[src/design/psched_pkg.sv]
package psched_pkg;

  localparam int ID_W = 8;
  localparam int PRIO_W = 8;
  localparam int BURST_W = 16;

  // One scheduler tick as presented on the input channel.
  typedef struct packed {
    logic              arrive;
    logic [ID_W-1:0]   process_id;
    logic [BURST_W-1:0] burst_time;
    logic [PRIO_W-1:0] priority_level;
  } tick_t;

  // Outcome of one tick.
  typedef struct packed {
    logic            busy_res;
    logic [ID_W-1:0] running_id;
    logic            done_res;
    logic            dropped;
  } result_t;

  // One ready-queue entry as held in the queue memory.
  typedef struct packed {
    logic [ID_W-1:0]    id;
    logic [PRIO_W-1:0]  prio;
    logic [BURST_W-1:0] remaining;
  } entry_t;

  localparam int ENTRY_W = $bits(entry_t);

  // Controller sequence for one tick.
  typedef enum logic [2:0] {
    ST_IDLE,
    ST_SCAN,
    ST_PLACE,
    ST_SERVE,
    ST_POP,
    ST_RESULT
  } state_t;

endpackage

[src/design/psched_ram.sv]
module psched_ram #(
  parameter int WIDTH = 32,
  parameter int DEPTH = 16,
  localparam int AW = (DEPTH > 1) ? $clog2(DEPTH) : 1
) (
  input  logic             clk,
  input  logic             we,
  input  logic [AW-1:0]    waddr,
  input  logic [WIDTH-1:0] wdata,
  input  logic [AW-1:0]    raddr,
  output logic [WIDTH-1:0] rdata
);

  logic [WIDTH-1:0] mem [DEPTH];

  // One write port and one registered read port.
  always_ff @(posedge clk) begin
    if (we) begin
      mem[waddr] <= wdata;
    end
    rdata <= mem[raddr];
  end

endmodule

[src/design/psched_ctrl.sv]
module psched_ctrl #(
  parameter int QUEUE_DEPTH = 16,
  localparam int AW = $clog2(QUEUE_DEPTH),
  localparam int CW = $clog2(QUEUE_DEPTH + 1)
) (
  input  logic                              clk,
  input  logic                              rst,
  input  logic                              tick_valid,
  output logic                              tick_stall,
  input  psched_pkg::tick_t                 tick,
  output logic                              ram_we,
  output logic [AW-1:0]                     ram_waddr,
  output logic [psched_pkg::ENTRY_W-1:0]    ram_wdata,
  output logic [AW-1:0]                     ram_raddr,
  input  logic [psched_pkg::ENTRY_W-1:0]    ram_rdata,
  output logic                              res_valid,
  output psched_pkg::result_t               res,
  input  logic                              res_taken
);

  localparam logic [AW:0] DEPTH_W = (AW + 1)'(QUEUE_DEPTH);
  localparam logic [CW-1:0] FULL_COUNT = CW'(QUEUE_DEPTH);

  // The head entry lives in registers; entries behind it sit in the memory
  // as a circular buffer that starts at rhead.
  psched_pkg::state_t state, state_next;
  psched_pkg::entry_t head, head_next;
  psched_pkg::entry_t arr, arr_next;
  psched_pkg::entry_t rd_entry;
  psched_pkg::result_t res_next;
  logic [CW-1:0] count, count_next;
  logic [AW-1:0] rhead, rhead_next;
  logic [AW-1:0] rhead_dec, rhead_inc;
  logic [AW-1:0] scan_k, scan_k_next;
  logic [AW-1:0] tail_k;

  // Physical slot of a queue position counted from the memory's front.
  function automatic logic [AW-1:0] phys(input logic [AW-1:0] base, input logic [AW-1:0] off);
    logic [AW:0] s;
    s = {1'b0, base} + {1'b0, off};
    if (s >= DEPTH_W) begin
      s = s - DEPTH_W;
    end
    return s[AW-1:0];
  endfunction

  assign rd_entry = psched_pkg::entry_t'(ram_rdata);
  assign rhead_dec = (rhead == '0) ? AW'(QUEUE_DEPTH - 1) : rhead - AW'(1);
  assign rhead_inc = (rhead == AW'(QUEUE_DEPTH - 1)) ? '0 : rhead + AW'(1);
  assign tail_k = AW'(count - CW'(2));

  // State and payload registers.
  always_ff @(posedge clk) begin
    if (rst) begin
      state <= psched_pkg::ST_IDLE;
      count <= '0;
      rhead <= '0;
    end else begin
      state <= state_next;
      count <= count_next;
      rhead <= rhead_next;
    end
    head <= head_next;
    arr <= arr_next;
    scan_k <= scan_k_next;
    res <= res_next;
  end

  // Next state, memory accesses and the tick result.
  always_comb begin
    state_next = state;
    head_next = head;
    arr_next = arr;
    count_next = count;
    rhead_next = rhead;
    scan_k_next = scan_k;
    res_next = res;
    ram_we = 1'b0;
    ram_waddr = rhead;
    ram_wdata = arr;
    ram_raddr = rhead;
    tick_stall = 1'b1;
    res_valid = 1'b0;
    unique case (state)
      psched_pkg::ST_IDLE: begin
        tick_stall = 1'b0;
        if (tick_valid) begin
          res_next = '0;
          arr_next.id = tick.process_id;
          arr_next.prio = tick.priority_level;
          arr_next.remaining = tick.burst_time;
          state_next = psched_pkg::ST_SERVE;
          if (tick.arrive) begin
            priority if (count == FULL_COUNT) begin
              res_next.dropped = 1'b1;
            end else if (count == '0) begin
              head_next = arr_next;
              count_next = CW'(1);
            end else if (tick.priority_level < head.prio) begin
              // Preemption: the old head goes to the front of the memory.
              ram_we = 1'b1;
              ram_waddr = rhead_dec;
              ram_wdata = head;
              rhead_next = rhead_dec;
              head_next = arr_next;
              count_next = count + CW'(1);
            end else if (count == CW'(1)) begin
              ram_we = 1'b1;
              ram_waddr = rhead;
              ram_wdata = arr_next;
              count_next = count + CW'(1);
            end else begin
              // Walk back from the tail, shifting entries that must follow.
              scan_k_next = tail_k;
              ram_raddr = phys(rhead, tail_k);
              state_next = psched_pkg::ST_SCAN;
            end
          end
        end
      end
      psched_pkg::ST_SCAN: begin
        ram_we = 1'b1;
        ram_waddr = phys(rhead, scan_k + AW'(1));
        if (rd_entry.prio >= arr.prio) begin
          ram_wdata = rd_entry;
          if (scan_k == '0) begin
            state_next = psched_pkg::ST_PLACE;
          end else begin
            scan_k_next = scan_k - AW'(1);
            ram_raddr = phys(rhead, scan_k - AW'(1));
          end
        end else begin
          ram_wdata = arr;
          count_next = count + CW'(1);
          state_next = psched_pkg::ST_SERVE;
        end
      end
      psched_pkg::ST_PLACE: begin
        ram_we = 1'b1;
        ram_waddr = rhead;
        ram_wdata = arr;
        count_next = count + CW'(1);
        state_next = psched_pkg::ST_SERVE;
      end
      psched_pkg::ST_SERVE: begin
        state_next = psched_pkg::ST_RESULT;
        if (count != '0) begin
          res_next.busy_res = 1'b1;
          res_next.running_id = head.id;
          if (head.remaining <= psched_pkg::BURST_W'(1)) begin
            res_next.done_res = 1'b1;
            if (count == CW'(1)) begin
              count_next = '0;
            end else begin
              // Fetch the next head from the memory front.
              ram_raddr = rhead;
              state_next = psched_pkg::ST_POP;
            end
          end else begin
            head_next.remaining = head.remaining - psched_pkg::BURST_W'(1);
          end
        end
      end
      psched_pkg::ST_POP: begin
        head_next = rd_entry;
        rhead_next = rhead_inc;
        count_next = count - CW'(1);
        state_next = psched_pkg::ST_RESULT;
      end
      psched_pkg::ST_RESULT: begin
        res_valid = 1'b1;
        if (res_taken) begin
          state_next = psched_pkg::ST_IDLE;
        end
      end
      default: begin
        state_next = psched_pkg::ST_IDLE;
      end
    endcase
  end

endmodule

[src/design/preemptive_priority_scheduler.sv]
// Preemptive priority scheduler.
// Each input transaction on tick/tick_valid/tick_stall is one scheduler tick,
// optionally carrying an arriving process (id, burst time, priority; a lower
// number is more urgent). Each tick yields exactly one result transaction on
// result/result_valid/result_stall: whether a process ran, its id, whether it
// finished, and whether the arrival was dropped because the queue was full.
// The ready queue is kept in one memory as a circular buffer behind a head
// entry held in registers. Preemption and removal cost one memory access.
// An arrival that lands behind the head walks back from the tail, one entry
// per cycle, so the time from acceptance to the result is set by that walk.
// One tick is in flight at a time; tick_stall stays high until its result
// has moved to the output register. A stalled result holds in the output
// register while the next tick is already being worked on. Reset (rst,
// synchronous) empties the queue and clears both valid flags; the queue
// memory needs no clearing pass.
module preemptive_priority_scheduler #(
  parameter int QUEUE_DEPTH = 16
) (
  input  logic                clk,
  input  logic                rst,
  input  logic                tick_valid,
  output logic                tick_stall,
  input  psched_pkg::tick_t   tick,
  output logic                result_valid,
  input  logic                result_stall,
  output psched_pkg::result_t result
);

  localparam int AW = $clog2(QUEUE_DEPTH);

  logic                           ram_we;
  logic [AW-1:0]                  ram_waddr;
  logic [psched_pkg::ENTRY_W-1:0] ram_wdata;
  logic [AW-1:0]                  ram_raddr;
  logic [psched_pkg::ENTRY_W-1:0] ram_rdata;
  logic                           res_valid;
  logic                           res_taken;
  psched_pkg::result_t            res;

  psched_ram #(
    .WIDTH(psched_pkg::ENTRY_W),
    .DEPTH(QUEUE_DEPTH)
  ) u_queue_ram (
    .clk  (clk),
    .we   (ram_we),
    .waddr(ram_waddr),
    .wdata(ram_wdata),
    .raddr(ram_raddr),
    .rdata(ram_rdata)
  );

  psched_ctrl #(
    .QUEUE_DEPTH(QUEUE_DEPTH)
  ) u_ctrl (
    .clk       (clk),
    .rst       (rst),
    .tick_valid(tick_valid),
    .tick_stall(tick_stall),
    .tick      (tick),
    .ram_we    (ram_we),
    .ram_waddr (ram_waddr),
    .ram_wdata (ram_wdata),
    .ram_raddr (ram_raddr),
    .ram_rdata (ram_rdata),
    .res_valid (res_valid),
    .res       (res),
    .res_taken (res_taken)
  );

  // The output register is free when empty or drained in this cycle.
  assign res_taken = !result_valid || !result_stall;

  // Output register.
  always_ff @(posedge clk) begin
    if (rst) begin
      result_valid <= 1'b0;
    end else if (res_taken) begin
      result_valid <= res_valid;
    end
    if (res_taken && res_valid) begin
      result <= res;
    end
  end

endmodule

[config.mk]
export PLATFORM = sky130hd
export DESIGN_NAME = preemptive_priority_scheduler
export DESIGN_NICKNAME = d
export VERILOG_FILES = /design/src/design/psched_pkg.sv /design/src/design/psched_ram.sv /design/src/design/psched_ctrl.sv /design/src/design/preemptive_priority_scheduler.sv
export SDC_FILE = /design/constraint.sdc
export NUM_CORES = 1
export LEC_CHECK = 0
export BUFFER_PORTS_ARGS = -buffer_cell sky130_fd_sc_hd__buf_2
export CORE_UTILIZATION = 60
export CTS_BUF_LIST = sky130_fd_sc_hd__clkbuf_16
export CTS_CLUSTER_SIZE = 12
export DETAILED_ROUTE_END_ITERATION = 16
export PLACE_DENSITY = 0.75
export SYNTH_ARGS = -nofsm -noshare
export SYNTH_HDL_FRONTEND = slang
export SYNTH_HIERARCHICAL = 1
export SYNTH_SLANG_ARGS = --single-unit
export TNS_END_PERCENT = 30
[constraint.sdc]
create_clock -name clk -period 13.52 [get_ports clk]
set_input_delay 0.676 -clock clk [delete_from_list [all_inputs] [get_ports clk]]
set_output_delay 0.676 -clock clk [all_outputs]
set_load 0.02 [all_outputs]
Yosys cells after proc, flatten, opt, wreduce, memory -nomap -nowiden
Memories as Yosys holds them, arrays and structs flattened. A register that Yosys moved wholly into a read port is not among the register bits.
Index checks and enable logic that the tools add are counted.
{"block": "word_totals", "reg_bits": 103, "latch_bits": 0, "ramBits": 512, "romBits": 0, "out_inout_bits": 13, "wordCells": 176, "mem_count": 1}
{"block": "op_classes", "add_sub_neg": 14, "n_mul": 0, "div": 0, "magnitude_cmp": 6, "n_eq_ne": 25, "n_shift": 0, "n_mux": 88, "bitwise": 0, "n_reduce_logical": 23}
{"name": "u_queue_ram.mem", "words": 16, "width": 32, "rd": 1, "rd_ports_with_merged_regs": 1, "write_ports": 1, "line_no": "psched_ram.sv:14", "rtl": "logic [WIDTH-1:0] mem [DEPTH];"}
{"cell": "$mux W32", "count": 12}
{"cell": "$mux W4", "count": 26}
{"cell": "$pmux W32 S2", "count": 1}
{"cell": "$mux W5", "count": 10}
{"cell": "$pmux W16 S3", "count": 1}
{"cell": "$mux W16", "count": 2}
{"cell": "$pmux W16 S2", "count": 1}
{"cell": "$pmux W4 S2", "count": 4}
{"cell": "$mux W3", "count": 10}
{"cell": "$pmux W5 S5", "count": 1}
{"cell": "$ne A2 B2 Y1 const B", "count": 10}
{"cell": "$pmux W10 S2", "count": 1}
{"cell": "$sub A4 B1 Y4 const B", "count": 5}
{"cell": "$pmux W3 S6", "count": 1}
{"cell": "$reduce_and A9 Y1", "count": 2}
{"cell": "$le A16 B1 Y1 const B", "count": 1}
{"cell": "$sub A16 B1 Y16 const B", "count": 1}
{"cell": "$add A4 B4 Y5", "count": 3}
{"cell": "$ge A5 B5 Y1 const B", "count": 3}
{"cell": "$mux W1", "count": 14}
{"cell": "$mux W11", "count": 1}
{"cell": "$mux W10", "count": 1}
{"cell": "$reduce_bool A5 Y1", "count": 2}
{"cell": "$add A4 B1 Y4 const B", "count": 2}
{"cell": "other kinds (31)", "count": 41}

Depth between registers and ports, before layout
{"block": "logic_depth", "word_depth": 11, "depth_mapped": 14, "ltp_nobuf": 12}

Modules after synthesis
Netlist, hierarchy kept.
{"mod": "psched_ram", "instances": 1, "cells_each": 838, "area_per_inst_um2": 19835.3, "seq_area_each_um2": 16015.4}
{"mod": "psched_ctrl", "instances": 1, "cells_each": 727, "area_per_inst_um2": 6617.6, "seq_area_each_um2": 2612.5}
{"mod": "preemptive_priority_scheduler", "instances": 1, "cells_each": 16, "area_per_inst_um2": 369.1, "seq_area_each_um2": 350.3}

Least setup slack after synthesis
OpenSTA, ideal clock, no wires.
{"block": "synth_path", "path_kind": "input -> register", "startpoint": "input port tick[1] in the netlist's numbering", "endpoint": "memory u_queue_ram.mem[0][0] (enable)", "t_arrival_ns": 5.035, "required_time_ns": 13.059, "path_slack_ns": 8.024, "stages": 10, "cell_sequence": "ha_1 > a2111oi_2 > o31a_1 > buf_2 > buf_2 > a31oi_1 > o21ai_0 > o311ai_0 > or3b_2 > nor3_1"}
{"block": "synth_between", "word_cells_on_any_way": 15, "classes_between": "order compare (1); mux (14)"}
{"item": "from (decl)", "line_no": "preemptive_priority_scheduler.sv:23", "rtl": "input psched_pkg::tick_t tick,"}
{"item": "$lt A8 B8 Y1", "line_no": "psched_ctrl.sv:99", "rtl": "end else if (tick.priority_level < head.prio) begin"}
{"item": "$mux W4", "line_no": "psched_ctrl.sv:99"}
{"item": "$mux W4"}
{"item": "$mux W4", "line_no": "psched_ctrl.sv:94", "rtl": "priority if (count == FULL_COUNT) begin"}
{"item": "$mux W4 (2 in a row)"}
{"item": "$pmux W4 S2", "line_no": "psched_ctrl.sv:84", "rtl": "unique case (state)"}
{"item": "named net ram_waddr[2]", "line_no": "preemptive_priority_scheduler.sv:32", "rtl": "logic [AW-1:0] ram_waddr;"}
{"item": "to (decl)", "line_no": "psched_ram.sv:14"}
The timed path passes the listed nets, and every way through them passes these cells.

Final worst setup path
{"block": "layout_path", "startpoint": "register u_ctrl/head[17] in the netlist's numbering", "endpoint": "memory u_queue_ram.mem[7][11] (enable)"}
{"block": "layout_between", "word_cells_on_any_way": 15, "classes_between": "order compare (1); mux (14)"}
{"item": "from (decl)", "line_no": "psched_ctrl.sv:27", "rtl": "psched_pkg::entry_t head, head_next;"}
{"item": "from (signal assigned)", "line_no": "psched_ctrl.sv:63", "rtl": "head <= head_next;"}
{"item": "$lt A8 B8 Y1", "line_no": "psched_ctrl.sv:99"}
{"item": "$mux W4", "line_no": "psched_ctrl.sv:99"}
{"item": "$mux W4"}
{"item": "$mux W4", "line_no": "psched_ctrl.sv:94"}
{"item": "$mux W4 (2 in a row)"}
{"item": "$pmux W4 S2", "line_no": "psched_ctrl.sv:84"}
{"item": "named net ram_waddr[1]", "line_no": "preemptive_priority_scheduler.sv:32"}
The timed path passes the listed nets, and every way through them passes these cells.

==> out/results.tsv <==
stage	metric	value	unit
synth	syn-cell-area	0.0268	mm²
floorplanning	rows	77	
synth	synth_top_area_share	67.4	%
critical_path	path_class	flip-flop to flip-flop	
timing	max_slew.worst_pin.slew	1.31	ns
synth	yosys-top-cells-area	edfxtp_1 67%, mux4_2 11%, dfxtp_1 3.4%	
timing	finalHoldViolations	0	
routing	drt_pre_antenna_iters	7	
routing	wirelength	67100	µm
cells_and_area	areaGrowthSynthToFinish	11.8	%
cts	cts_resized	0	
synth	yosys_warnings	6	
pwr	p_sw	2.72	mW
placed_design	gp_congestion	0.976	
cts	cts-hold-fix-buffers	0	
synth	ys_types	71	
cts	cts_tree	done	
synth	synth-seq-area-share	70.8	%
synth	synth-main-ff-cell	edfxtp_1	
global_route	antenna_found_initial	4	
timing	setup_viol	0	
critical_path	worstPathMaxFanout	25	
timing	maxSlewViolCount	0	
critical_path	cp-end-kind	flip-flop	
global_route	grt_max_degree	103	
cts	root_buffer	clkbuf_16	
routing	drcViolationCount	0	
timing	rsz0062_at_grt	no	
routing	wire_per_inst	29.3	µm
routing	ant_nets	0	
timing	skew	0.0272	ns
routing	dr.first_iter.drc_count	1761	
cts	cts_max_path_buffers	3	
synth	synth_cells	1581	
pwr	switching_share	35.1	%
pwr	p_int	5.04	mW
pwr	totalPowerFinal	7.75	mW
cts	postCtsSetupBuffers	0	
pwr	seqPwrFrac	42.2	%
pwr	p_leak	9.91	nW
critical_path	start_kind	flip-flop	
cts	clk_pin_slew	0.06	ns
cts	cts.sinks	647	
global_route	grt_pass1_wl	99000	µm
floorplanning	dieArea	0.0456	mm²
timing	slew_headroom	12.4	%
cts	cts_made_buffers	68	
global_route	gr-usage-all-layers	30.5	%
cells_and_area	drive_gt1_share	20.1	%
synth	synth_seq_cells	647	
cts	insertion_delay	0.60	ns
floorplanning	ioPinCount	50	
synth	syn_nets	1657	
status	status	complete, no violations	
cts	htree_num_levels	3	
synth	synth_edf_count	602	
pwr	power_frac_clock	22.4	%
synth	syn_area_per_cell	17.0	µm²
timing	min_period	5.65	ns
cells_and_area	layout_commonest_cell	edfxtp_1	
synth	postSynth.asyncResetShare	0	%
floorplanning	coreArea	0.0441	mm²
placed_design	dp_hpwl	39200	µm
floorplanning	die-width	213	µm
floorplanning	start_util	60.8	%
cells_and_area	nets	1722	
placed_design	dp_slack	7.68	ns
cells_and_area	fillers	2899	
pwr	p_comb_share	35.5	%
flow_run	drv_cap	0	
pwr	peakVddDrop	0.245	mV
timing	fin_crit_sh	41.8	%
cells_and_area	final_cell_mix	602 x edfxtp_1, 145 x nand2_1, 128 x mux4_2, 92 x a22oi_1, 73 x inv_1	
routing	vias	15674	
min_path	min_path_type	input pin to flip-flop	
critical_path	cp.arrival	5.89	ns
critical_path	required	13.76	ns
timing	setup_ws	7.87	ns
routing	drt-vias-per-instance	6.84	
pwr	cellPowerDensity	259	mW/mm²
timing	setup_tns	0	ns
timing	fmaxAchievable	177	MHz
synth	synth_top_area_cell	edfxtp_1	
floorplanning	die_y	213	µm
global_route	grt_pass1_vias	15672	
placed_design	port_buffers	49	
global_route	grt_overflow	0	
## final timing paths
path / startpoint / endpoint / slack [ns] / depth (start not counted)
setup / recovery: u_ctrl/head[17] / u_queue_ram/mem[7][11] / 7.87 / 10
hold / removal: tick[25] / u_ctrl/arr[25] / 0.29 / 1
setup reg to reg: u_ctrl/head[17] / u_queue_ram/mem[7][11] / 7.87 / 10
hold reg to reg: u_ctrl/res[2] / result[2] / 0.42 / 0
## metal layers
metal / up-vias / part of all wire, % / GRT usage (%)
li1: 6547 / - / -
met5: - / 0.040 / 0
met3: 201 / 11 / 6.62
met4: 4 / 4.7 / 15.8
met1: 7901 / 38 / 41.8
met2: 1021 / 46 / 46.5
## cells by family after synthesis
group / share of synthesized area (%)
multiplexers: 10.8
AND/OR/NAND/NOR: 5.46
flip-flops: 70.8
buffers and inverters: 2.03
XOR/XNOR: 0.816
AO/OA/AOI/OAI: 8.21
adder cells (fa/ha/maj): 1.94
## metrics by stage
stage               utilization [%]  hold slack, ns  area, µm²  cells
floorplan                         -           0.400      26800   1581
global placement               63.2           0.401      27900   2168
global route                   68.0           0.280      30000   2291
finish                         68.0           0.290      30000   2291
detailed placement             63.2           0.405      27900   2168
CTS                            67.9           0.267      30000   2289
## power groups by stage
stage	sequential (mW)	clock [mW]	combinational, mW
after global routing	3.30	1.84	2.94
final	3.27	1.74	2.75
after floorplan	3.21	0	1.90
after global placement	3.28	0	2.65
after CTS	3.27	1.76	2.73
after detailed placement	3.30	0	2.71
## worst max-delay path, cell delays in order (launching register included)
cell	delay, ns
edfxtp_1	0.43
inv_1	0.08
ha_1	0.24
a2111oi_2	0.64
o31a_1	0.20
buf_4	0.32
nand2_1	0.58
o311ai_1	1.11
nand2_1	0.51
nor2_4	0.68
buf_4	0.48
## cells in the mapped netlist (6+ instances only)
master,n
and2_1,14
o31ai_1,7
buf_2,15
xor2_1,10
o221ai_1,33
nand4_1,7
mux4_2,128
buf_4,9
xnor2_1,15
nand3_1,32
nand2_1,145
a22oi_1,92
o21ai_1,6
nor2_1,49
nor3_1,16
o21ai_0,24
buf_1,11
a211oi_1,16
and3_1,12
ha_1,36
a21oi_1,51
edfxtp_1,602
a31oi_1,9
a221o_1,22
inv_1,37
or3_1,7
nor4_1,6
dfxtp_1,45
clkbuf_1,58
## sequential cells by signal (all words and copies together), names as in the netlist
signal and flops:
u_queue_ram/rdata 32, u_ctrl/state 3, u_ctrl/count 5, u_ctrl/rhead 4
u_queue_ram/mem 512, result 11, u_ctrl/scan_k 4, u_ctrl/arr 32
u_ctrl/res 11, u_ctrl/head 32, result_valid 1
## final cells by class
cell class | count | area [µm²] | share of cell area, %
Tap cell | 592 | 741 | 2.47
Clock inverter | 50 | 289 | 0.964
Timing Repair Buffer | 88 | 551 | 1.84
Inverter | 38 | 143 | 0.476
Sequential cell | 647 | 19000 | 63.3
Antenna cell | 2 | 5.00 | 0.0167
Clock buffer | 71 | 1780 | 5.93
Multi-Input combinational cell | 803 | 7500 | 25.0
Note: power is estimated with default switching activity, not from simulation.
